<file path="src/hw/rtl/fsd_pkg.sv">
// Package for the sliding-DFT FSK bit detector.
// Holds fixed widths, bin part codes and the 2.12 twiddle tables; no dependencies.
package fsd_pkg;

    localparam int HIST_DEPTH = 24;
    localparam int HIST_AW    = 5;
    localparam int ACC_W      = 33;
    localparam int ABS_W      = ACC_W - 1;
    localparam int POW_W      = 64;
    localparam int COEF_W     = 14;

    typedef logic signed [COEF_W-1:0] t_coef;

    typedef enum logic [1:0] {
        BP_SPACE_RE = 2'd0,
        BP_SPACE_IM = 2'd1,
        BP_MARK_RE  = 2'd2,
        BP_MARK_IM  = 2'd3
    } t_bin_part;

    function automatic t_coef cos3(input logic [2:0] ph);
        t_coef c;
        case (ph)
            3'd0:    c = 14'sd4096;
            3'd1:    c = 14'sd2896;
            3'd2:    c = 14'sd0;
            3'd3:    c = -14'sd2896;
            3'd4:    c = -14'sd4096;
            3'd5:    c = -14'sd2896;
            3'd6:    c = 14'sd0;
            3'd7:    c = 14'sd2896;
            default: c = 14'sd0;
        endcase
        return c;
    endfunction

    function automatic t_coef sin3(input logic [2:0] ph);
        t_coef c;
        case (ph)
            3'd0:    c = 14'sd0;
            3'd1:    c = 14'sd2896;
            3'd2:    c = 14'sd4096;
            3'd3:    c = 14'sd2896;
            3'd4:    c = 14'sd0;
            3'd5:    c = -14'sd2896;
            3'd6:    c = -14'sd4096;
            3'd7:    c = -14'sd2896;
            default: c = 14'sd0;
        endcase
        return c;
    endfunction

    function automatic t_coef cos4(input logic [2:0] ph);
        t_coef c;
        case (ph)
            3'd0:    c = 14'sd4096;
            3'd1:    c = 14'sd2048;
            3'd2:    c = -14'sd2048;
            3'd3:    c = -14'sd4096;
            3'd4:    c = -14'sd2048;
            3'd5:    c = 14'sd2048;
            default: c = 14'sd0;
        endcase
        return c;
    endfunction

    function automatic t_coef sin4(input logic [2:0] ph);
        t_coef c;
        case (ph)
            3'd0:    c = 14'sd0;
            3'd1:    c = 14'sd3547;
            3'd2:    c = 14'sd3547;
            3'd3:    c = 14'sd0;
            3'd4:    c = -14'sd3547;
            3'd5:    c = -14'sd3547;
            default: c = 14'sd0;
        endcase
        return c;
    endfunction

    function automatic t_coef coef(input t_bin_part part, input logic [2:0] ph8,
                                   input logic [2:0] ph6);
        t_coef c;
        case (part)
            BP_SPACE_RE: c = cos3(ph8);
            BP_SPACE_IM: c = sin3(ph8);
            BP_MARK_RE:  c = cos4(ph6);
            BP_MARK_IM:  c = sin4(ph6);
            default:     c = 14'sd0;
        endcase
        return c;
    endfunction

endpackage

</file>
<file path="src/hw/rtl/fsk_sliding_dft_bit_detector.sv">
// Sliding-DFT FSK bit detector top level: history ring and accumulator memories,
// shared product/square pipeline and power compare. Uses fsd_pkg.
//
//  channel  | handshake                       | payload
//  ---------+---------------------------------+---------------------------
//  sample   | i_sample_valid / o_sample_ready | i_sample (16b signed)
//  bit      | o_bit_valid / i_bit_ready       | o_decided_bit (1b)
//
// A sample is taken only while idle, then runs history read, difference,
// four accumulator read-modify-writes on the four-entry accumulator memory,
// a four-stage product/accumulate/abs/square drain, power sums, then the compare.
// Reset (synchronous, active low) clears control and all valid bits; memory
// entries without a valid bit read as zero. A result waiting on i_bit_ready
// does not block the next transfer; only the final compare holds for it.
module fsk_sliding_dft_bit_detector #(
    parameter int SAMPLE_WIDTH = 16
) (
    input  logic        i_clk,
    input  logic        i_rst_n,
    input  logic        i_sample_valid,
    output logic        o_sample_ready,
    input  logic [15:0] i_sample,
    output logic        o_bit_valid,
    input  logic        i_bit_ready,
    output logic        o_decided_bit
);

    localparam int YW = SAMPLE_WIDTH + 1;
    localparam int PW = YW + fsd_pkg::COEF_W;

    typedef enum logic [4:0] {
        ST_IDLE  = 5'b00001,
        ST_DIFF  = 5'b00010,
        ST_ISSUE = 5'b00100,
        ST_DRAIN = 5'b01000,
        ST_DONE  = 5'b10000
    } t_state;

    t_state r_state, n_state;

    logic [fsd_pkg::HIST_AW-1:0]          r_pos;
    logic [2:0]                           r_ph6;
    logic signed [SAMPLE_WIDTH-1:0]       r_x;
    logic signed [YW-1:0]                 r_y;
    fsd_pkg::t_bin_part                   r_k;

    logic signed [SAMPLE_WIDTH-1:0]       r_hist_mem [fsd_pkg::HIST_DEPTH];
    logic [fsd_pkg::HIST_DEPTH-1:0]       r_hist_vld;
    logic signed [SAMPLE_WIDTH-1:0]       r_hist_q;
    logic                                 r_hist_q_vld;

    logic signed [fsd_pkg::ACC_W-1:0]     r_acc_mem [4];
    logic [3:0]                           r_acc_vld;
    logic signed [fsd_pkg::ACC_W-1:0]     r_acc_q;
    logic                                 r_acc_q_vld;

    logic                                 r_v1, r_v2, r_v3, r_v4;
    fsd_pkg::t_bin_part                   r_k1, r_k2, r_k3, r_k4;
    logic signed [PW-1:0]                 r_prod;
    logic signed [fsd_pkg::ACC_W-1:0]     r_new;
    logic [fsd_pkg::ABS_W-1:0]            r_abs;
    logic [fsd_pkg::POW_W-1:0]            r_sq;
    logic [fsd_pkg::POW_W-1:0]            r_space_pow;
    logic [fsd_pkg::POW_W-1:0]            r_mark_pow;

    logic                                 r_out_valid;
    logic                                 r_out_bit;

    logic                                 w_in_xfer;
    logic                                 w_out_load;
    logic [fsd_pkg::HIST_AW-1:0]          w_hist_addr;
    logic [fsd_pkg::HIST_AW-1:0]          w_next_pos;
    logic [2:0]                           w_next_ph6;
    logic signed [SAMPLE_WIDTH-1:0]       w_x_new;
    logic signed [SAMPLE_WIDTH-1:0]       w_hist_rd;
    logic signed [fsd_pkg::ACC_W-1:0]     w_acc_rd;
    logic signed [fsd_pkg::ACC_W-1:0]     w_acc_sum;
    logic signed [fsd_pkg::ACC_W-1:0]     w_abs;
    fsd_pkg::t_coef                       w_coef;
    logic signed [PW-1:0]                 w_prod;
    logic [fsd_pkg::POW_W-1:0]            w_sq;

    assign o_sample_ready = (r_state == ST_IDLE);
    assign w_in_xfer      = i_sample_valid && o_sample_ready;
    assign w_out_load     = (r_state == ST_DONE) && (!r_out_valid || i_bit_ready);
    assign o_bit_valid    = r_out_valid;
    assign o_decided_bit  = r_out_bit;

    assign w_x_new     = signed'(i_sample[SAMPLE_WIDTH-1:0]);
    assign w_hist_addr = (r_pos >= fsd_pkg::HIST_AW'(fsd_pkg::HIST_DEPTH)) ? '0 : r_pos;
    assign w_next_pos  = (w_hist_addr == fsd_pkg::HIST_AW'(fsd_pkg::HIST_DEPTH - 1)) ?
                         '0 : w_hist_addr + 1'b1;
    assign w_next_ph6  = (w_next_pos == '0 || r_ph6 == 3'd5) ? 3'd0 : r_ph6 + 3'd1;

    assign w_hist_rd = r_hist_q_vld ? r_hist_q : '0;
    assign w_acc_rd  = r_acc_q_vld ? r_acc_q : '0;
    assign w_coef    = fsd_pkg::coef(r_k, r_pos[2:0], r_ph6);
    assign w_prod    = r_y * w_coef;
    assign w_acc_sum = w_acc_rd + fsd_pkg::ACC_W'(r_prod);
    assign w_abs     = r_new[fsd_pkg::ACC_W-1] ? -r_new : r_new;
    assign w_sq      = r_abs * r_abs;

    always_comb begin
        n_state = r_state;
        case (r_state)
            ST_IDLE:  if (w_in_xfer) n_state = ST_DIFF;
            ST_DIFF:  n_state = ST_ISSUE;
            ST_ISSUE: if (r_k == fsd_pkg::BP_MARK_IM) n_state = ST_DRAIN;
            ST_DRAIN: if (!(r_v1 || r_v2 || r_v3 || r_v4)) n_state = ST_DONE;
            ST_DONE:  if (w_out_load) n_state = ST_IDLE;
            default:  n_state = ST_IDLE;
        endcase
    end

    // history ring: read old entry and write new sample in the same cycle
    always_ff @(posedge i_clk) begin
        if (w_in_xfer) begin
            r_hist_q                <= r_hist_mem[w_hist_addr];
            r_hist_mem[w_hist_addr] <= w_x_new;
        end
    end

    // accumulator memory: read at issue, write back in the following cycle
    always_ff @(posedge i_clk) begin
        if (r_state == ST_ISSUE) begin
            r_acc_q <= r_acc_mem[r_k];
        end
        if (r_v1) begin
            r_acc_mem[r_k1] <= w_acc_sum;
        end
    end

    always_ff @(posedge i_clk) begin
        if (w_in_xfer) begin
            r_x <= w_x_new;
        end
        if (r_state == ST_DIFF) begin
            r_y <= YW'(r_x) - YW'(w_hist_rd);
        end
        r_prod <= w_prod;
        r_k1   <= r_k;
        r_new  <= w_acc_sum;
        r_k2   <= r_k1;
        r_abs  <= w_abs[fsd_pkg::ABS_W-1:0];
        r_k3   <= r_k2;
        r_sq   <= w_sq;
        r_k4   <= r_k3;
    end

    always_ff @(posedge i_clk) begin
        if (!i_rst_n) begin
            r_state      <= ST_IDLE;
            r_pos        <= '0;
            r_ph6        <= '0;
            r_k          <= fsd_pkg::BP_SPACE_RE;
            r_hist_vld   <= '0;
            r_hist_q_vld <= 1'b0;
            r_acc_vld    <= '0;
            r_acc_q_vld  <= 1'b0;
            r_v1         <= 1'b0;
            r_v2         <= 1'b0;
            r_v3         <= 1'b0;
            r_v4         <= 1'b0;
            r_space_pow  <= '0;
            r_mark_pow   <= '0;
            r_out_valid  <= 1'b0;
            r_out_bit    <= 1'b0;
        end else begin
            r_state <= n_state;
            r_v1    <= (r_state == ST_ISSUE);
            r_v2    <= r_v1;
            r_v3    <= r_v2;
            r_v4    <= r_v3;

            if (w_in_xfer) begin
                r_hist_q_vld             <= r_hist_vld[w_hist_addr];
                r_hist_vld[w_hist_addr]  <= 1'b1;
                r_pos                    <= w_next_pos;
                r_ph6                    <= w_next_ph6;
                r_k                      <= fsd_pkg::BP_SPACE_RE;
                r_space_pow              <= '0;
                r_mark_pow               <= '0;
            end

            if (r_state == ST_ISSUE) begin
                r_acc_q_vld <= r_acc_vld[r_k];
                r_k         <= fsd_pkg::t_bin_part'(r_k + 2'd1);
            end
            if (r_v1) begin
                r_acc_vld[r_k1] <= 1'b1;
            end

            if (r_v4) begin
                if (r_k4 == fsd_pkg::BP_SPACE_RE || r_k4 == fsd_pkg::BP_SPACE_IM) begin
                    r_space_pow <= r_space_pow + r_sq;
                end else begin
                    r_mark_pow <= r_mark_pow + r_sq;
                end
            end

            if (w_out_load) begin
                r_out_valid <= 1'b1;
                r_out_bit   <= (r_mark_pow >= r_space_pow);
            end else if (r_out_valid && i_bit_ready) begin
                r_out_valid <= 1'b0;
            end
        end
    end

endmodule
</file>
<file path="config.mk">
export PLATFORM = sky130hd
export DESIGN_NAME = fsk_sliding_dft_bit_detector
export DESIGN_NICKNAME = d
export VERILOG_FILES = /design/src/hw/rtl/fsd_pkg.sv /design/src/hw/rtl/fsk_sliding_dft_bit_detector.sv
export SDC_FILE = /design/constraint.sdc
export NUM_CORES = 2
export LEC_CHECK = 0
export ABC_CLOCK_PERIOD_IN_PS = 8900
export BUFFER_PORTS_ARGS = -buffer_cell sky130_fd_sc_hd__buf_2
export CORE_MARGIN = 2
export CORE_UTILIZATION = 35
export CTS_CLUSTER_SIZE = 24
export DETAILED_ROUTE_END_ITERATION = 10
export PLACE_DENSITY_LB_ADDON = 0.12
export SLEW_MARGIN = 20
export SYNTH_ARGS = -nofsm -noshare
export SYNTH_HDL_FRONTEND = slang
export SYNTH_SLANG_ARGS = --single-unit
</file>
<file path="constraint.sdc">
create_clock -name i_clk -period 8.9 [get_ports i_clk]
set_input_delay 2.225 -clock i_clk [delete_from_list [all_inputs] [get_ports i_clk]]
set_output_delay 2.225 -clock i_clk [all_outputs]
set_load 0.005 [all_outputs]
</file>
==> flow_summary.yaml <==
run_status:
  status: "complete, no violations"
synthesis:
  synth-edff-count: 598
  avgSynthCellArea_um2: 10.4
  yosysSeqAreaShare_pct: 30.6
  yosys_register_bits: 950
  synthTopCellsByArea: "fa_1 (26%), edfxtp_1 (22%), ha_1 (9.3%)"
  syn_area_um2: 81600
  synthArstFlopShare_pct: 0
  synth.top_cell.area_share_pct: 25.5
  netlist.top_cell.by_area: "fa_1"
  syn_inst: 7860
  ys_warn_count: 0
  synth_ff_type: "edfxtp_1"
  yosysUniqueCellTypes: 100
  syn_nets: 9525
routing:
  num_vias: 54700
  routed_wirelength_um: 225000
  final_antenna_net_count: 0
  wl_per_cell_um: 20.5
  route.detailed.drc: 0
  via_per_inst: 4.99
  dr.pass1.iters: 5
  drt_iter0_markers: 2833
sta:
  hold_viol: 0
  worstMarginPinSlew_ns: 1.00
  period_needed_ns: 8.46
  tns_ns: 0
  fmax_mhz: 118
  clock_skew_ns: 0.0743
  finalCritPeriodShare_pct: 95.1
  slew_headroom_pct: 31.2
  setup_violations: 0
  drv_slew: 0
  rsz0062_at_grt: "false"
hold_path:
  min_path_type: "reg -> reg"
  hold_depth: 0
clocking:
  ctsHtreeMaxLevel: 3
  cts_tree: "yes"
  clk_path_buf_depth: 3
  post_cts.repair.setup_buffers: 0
  clock-sinks: 950
  cts_inserted_buffers: 106
  clk_latency_ns: 0.77
  root_buffer: "clkbuf_16"
  clk_pin_slew_ns: 0.06
worst_setup_path:
  cp-start-kind: "flip-flop"
  arrival_ns: 9.05
  timing.critical_path.to_type: "flip-flop"
  worstPathMaxFanout: 14
  r2r_cells: 26
  critPathKind: "reg -> reg"
  crit_required_ns: 9.49
grt:
  overflow: 0
  grt_pass1_vias: 59000
  grt_max_degree: 80
  grt_pass1_wl_um: 353000
  track_usage_pct: 19.3
  antenna_found_initial: 15
finish:
  layout-drive-gt1-share_pct: 6.10
  num-nets-final: 9493
  n_fill_cell: 22900
  syn_to_final_growth_pct: 9.38
place:
  port_buffers: 22
  place_congestion: 0.856
  dp_hpwl_um: 174000
floorplanning:
  io_pins: 23
  coreArea_um2: 232000
  die_height_um: 487
  die_area_um2: 237000
  die_x_um: 487
  core.rowCount: 177
  start_util_pct: 35.1
job:
  max-cap-violations: 0
==> sequential cells by signal (all words and copies together) (netlist names), 2 cells and up, named ones only <==
name         flops
r_abs           32
r_acc_mem      132
r_acc_q         33
r_acc_vld        4
r_hist_mem     384
r_hist_q        16
r_hist_vld      24
r_k              2
r_k1             2
r_mark_pow      64
r_new           33
r_ph6            3
r_pos            5
r_prod          31
r_space_pow     64
r_sq            63
r_state          5
r_x             16
r_y             17
==> through the flow <==
stage               utilization [%]  cell area (um2)  hold slack [ns]  setup WS, ns  instances
floorplan                         -            81600            0.310         0.889       7860
global placement               36.8            85600            0.320         0.604      10800
detailed placement             36.8            85600            0.313         0.426      10800
CTS                            38.4            89300            0.330         0.378      11000
global route                   38.4            89300            0.344        0.0484      11000
finish                         38.4            89300            0.331         0.439      11000
==> logic make-up (layout without fill, tap and decap cells) <==
family | count (synthesis) | after routing | share of synthesized area [%]
compound gates | 1271 | 1271 | 10.3
xor+xnor | 294 | 294 | 3.15
fa+ha+maj | 1645 | 1645 | 34.8
buf+inv | 1724 | 1778 | 7.93
flops | 950 | 950 | 30.6
mux | 130 | 130 | 2.33
other cells | 0 | 9 | 0
simple gates | 1846 | 1846 | 10.9
==> critical path, cell delays in order (launching register included) <==
cell and delay, ns:
dfxtp_1 0.80, buf_4 0.40, and2_1 0.26, fa_1 0.48
fa_1 0.52, fa_1 0.56, inv_1 0.06, fa_1 0.50
inv_1 0.06, fa_1 0.56, fa_1 0.44, fa_1 0.51
inv_1 0.05, fa_1 0.47, inv_1 0.05, ha_1 0.38
a21oi_1 0.26, o21ai_0 0.18, a211o_1 0.32, o211ai_1 0.10
a21oi_1 0.09, a41o_1 0.28, o2bb2ai_1 0.21, a31oi_1 0.31
o31a_1 0.23, o211ai_2 0.11, xnor2_1 0.14
==> cells in the mapped netlist (11+ instances only) <==
| master | n |
|---|---|
| o21ai_1 | 33 |
| a211o_1 | 11 |
| nor2_1 | 277 |
| and2_1 | 361 |
| mux4_2 | 46 |
| o21ai_0 | 249 |
| xor2_1 | 89 |
| o21a_1 | 52 |
| clkbuf_1 | 277 |
| or2_2 | 19 |
| and3_1 | 43 |
| ha_1 | 604 |
| nor3_1 | 45 |
| nand4_1 | 52 |
| a22oi_1 | 27 |
| or3_1 | 16 |
| mux2i_1 | 64 |
| mux2_2 | 20 |
| xnor2_1 | 205 |
| a31oi_1 | 58 |
| fa_1 | 1041 |
| o221ai_1 | 83 |
| o21bai_1 | 48 |
| a21boi_0 | 29 |
| edfxtp_1 | 598 |
| a21oi_1 | 318 |
| nand3_1 | 140 |
| nand2_1 | 727 |
| nand2b_1 | 37 |
| o211ai_1 | 19 |
| o31ai_1 | 21 |
| o22ai_1 | 22 |
| nor2b_1 | 85 |
| inv_1 | 1413 |
| a211oi_1 | 34 |
| buf_1 | 23 |
| dfxtp_1 | 352 |
| a21o_1 | 139 |
==> cell usage in the layout, fill, tap and decap left out, types with 140 or more instances in the layout <==
| cell type | count |
|---|---|
| edfxtp_1 | 598 |
| ha_1 | 604 |
| nand2_1 | 726 |
| dfxtp_1 | 348 |
| a21oi_1 | 318 |
| nor2_1 | 264 |
| xnor2_1 | 205 |
| nand3_1 | 140 |
| fa_1 | 1041 |
| and2_1 | 361 |
| inv_1 | 1412 |
| o21ai_0 | 249 |
==> timing repair <==
action	CTS	global route
hold buffers	0	0
endpoints found under the setup margin	0	1
resized for setup	0	1
==> cell type report <==
type / count / area, um2 / area share (%)
multi-input combinational: 5186 / 50200 / 56.3
antenna: 9 / 22.5 / 0.0252
inverter: 1421 / 5340 / 5.98
tap: 3043 / 3810 / 4.26
timing repair buffer: 163 / 1210 / 1.35
clock inverter: 56 / 763 / 0.855
sequential: 950 / 25000 / 28.0
clock buffer: 138 / 2920 / 3.26
==> path summary, 6_finish.rpt <==
| kind | from | end | slack [ns] |
|---|---|---|---|
| worst max-delay path | r_abs[24] | r_sq[63] | 0.44 |
| worst min register to register | r_k2[1] | r_k3[1] | 0.33 |
| worst max register to register | r_abs[24] | r_sq[63] | 0.44 |
| worst min-delay path | r_k2[1] | r_k3[1] | 0.33 |
==> layer usage <==
layer | routed length [um] | share of wire [%] | GRT usage, % | up-vias
met3 | 7950 | 3.5 | 2.30 | 218
met5 | 54 | 0.024 | 0 | -
met4 | 4690 | 2.1 | 4.02 | 8
met2 | 106000 | 47 | 32.3 | 913
met1 | 106000 | 47 | 26.7 | 27800
li1 | - | - | - | 25800
Power is not shown: default switching activity piles up to over one toggle a cycle in this logic, so the estimate is an artifact.
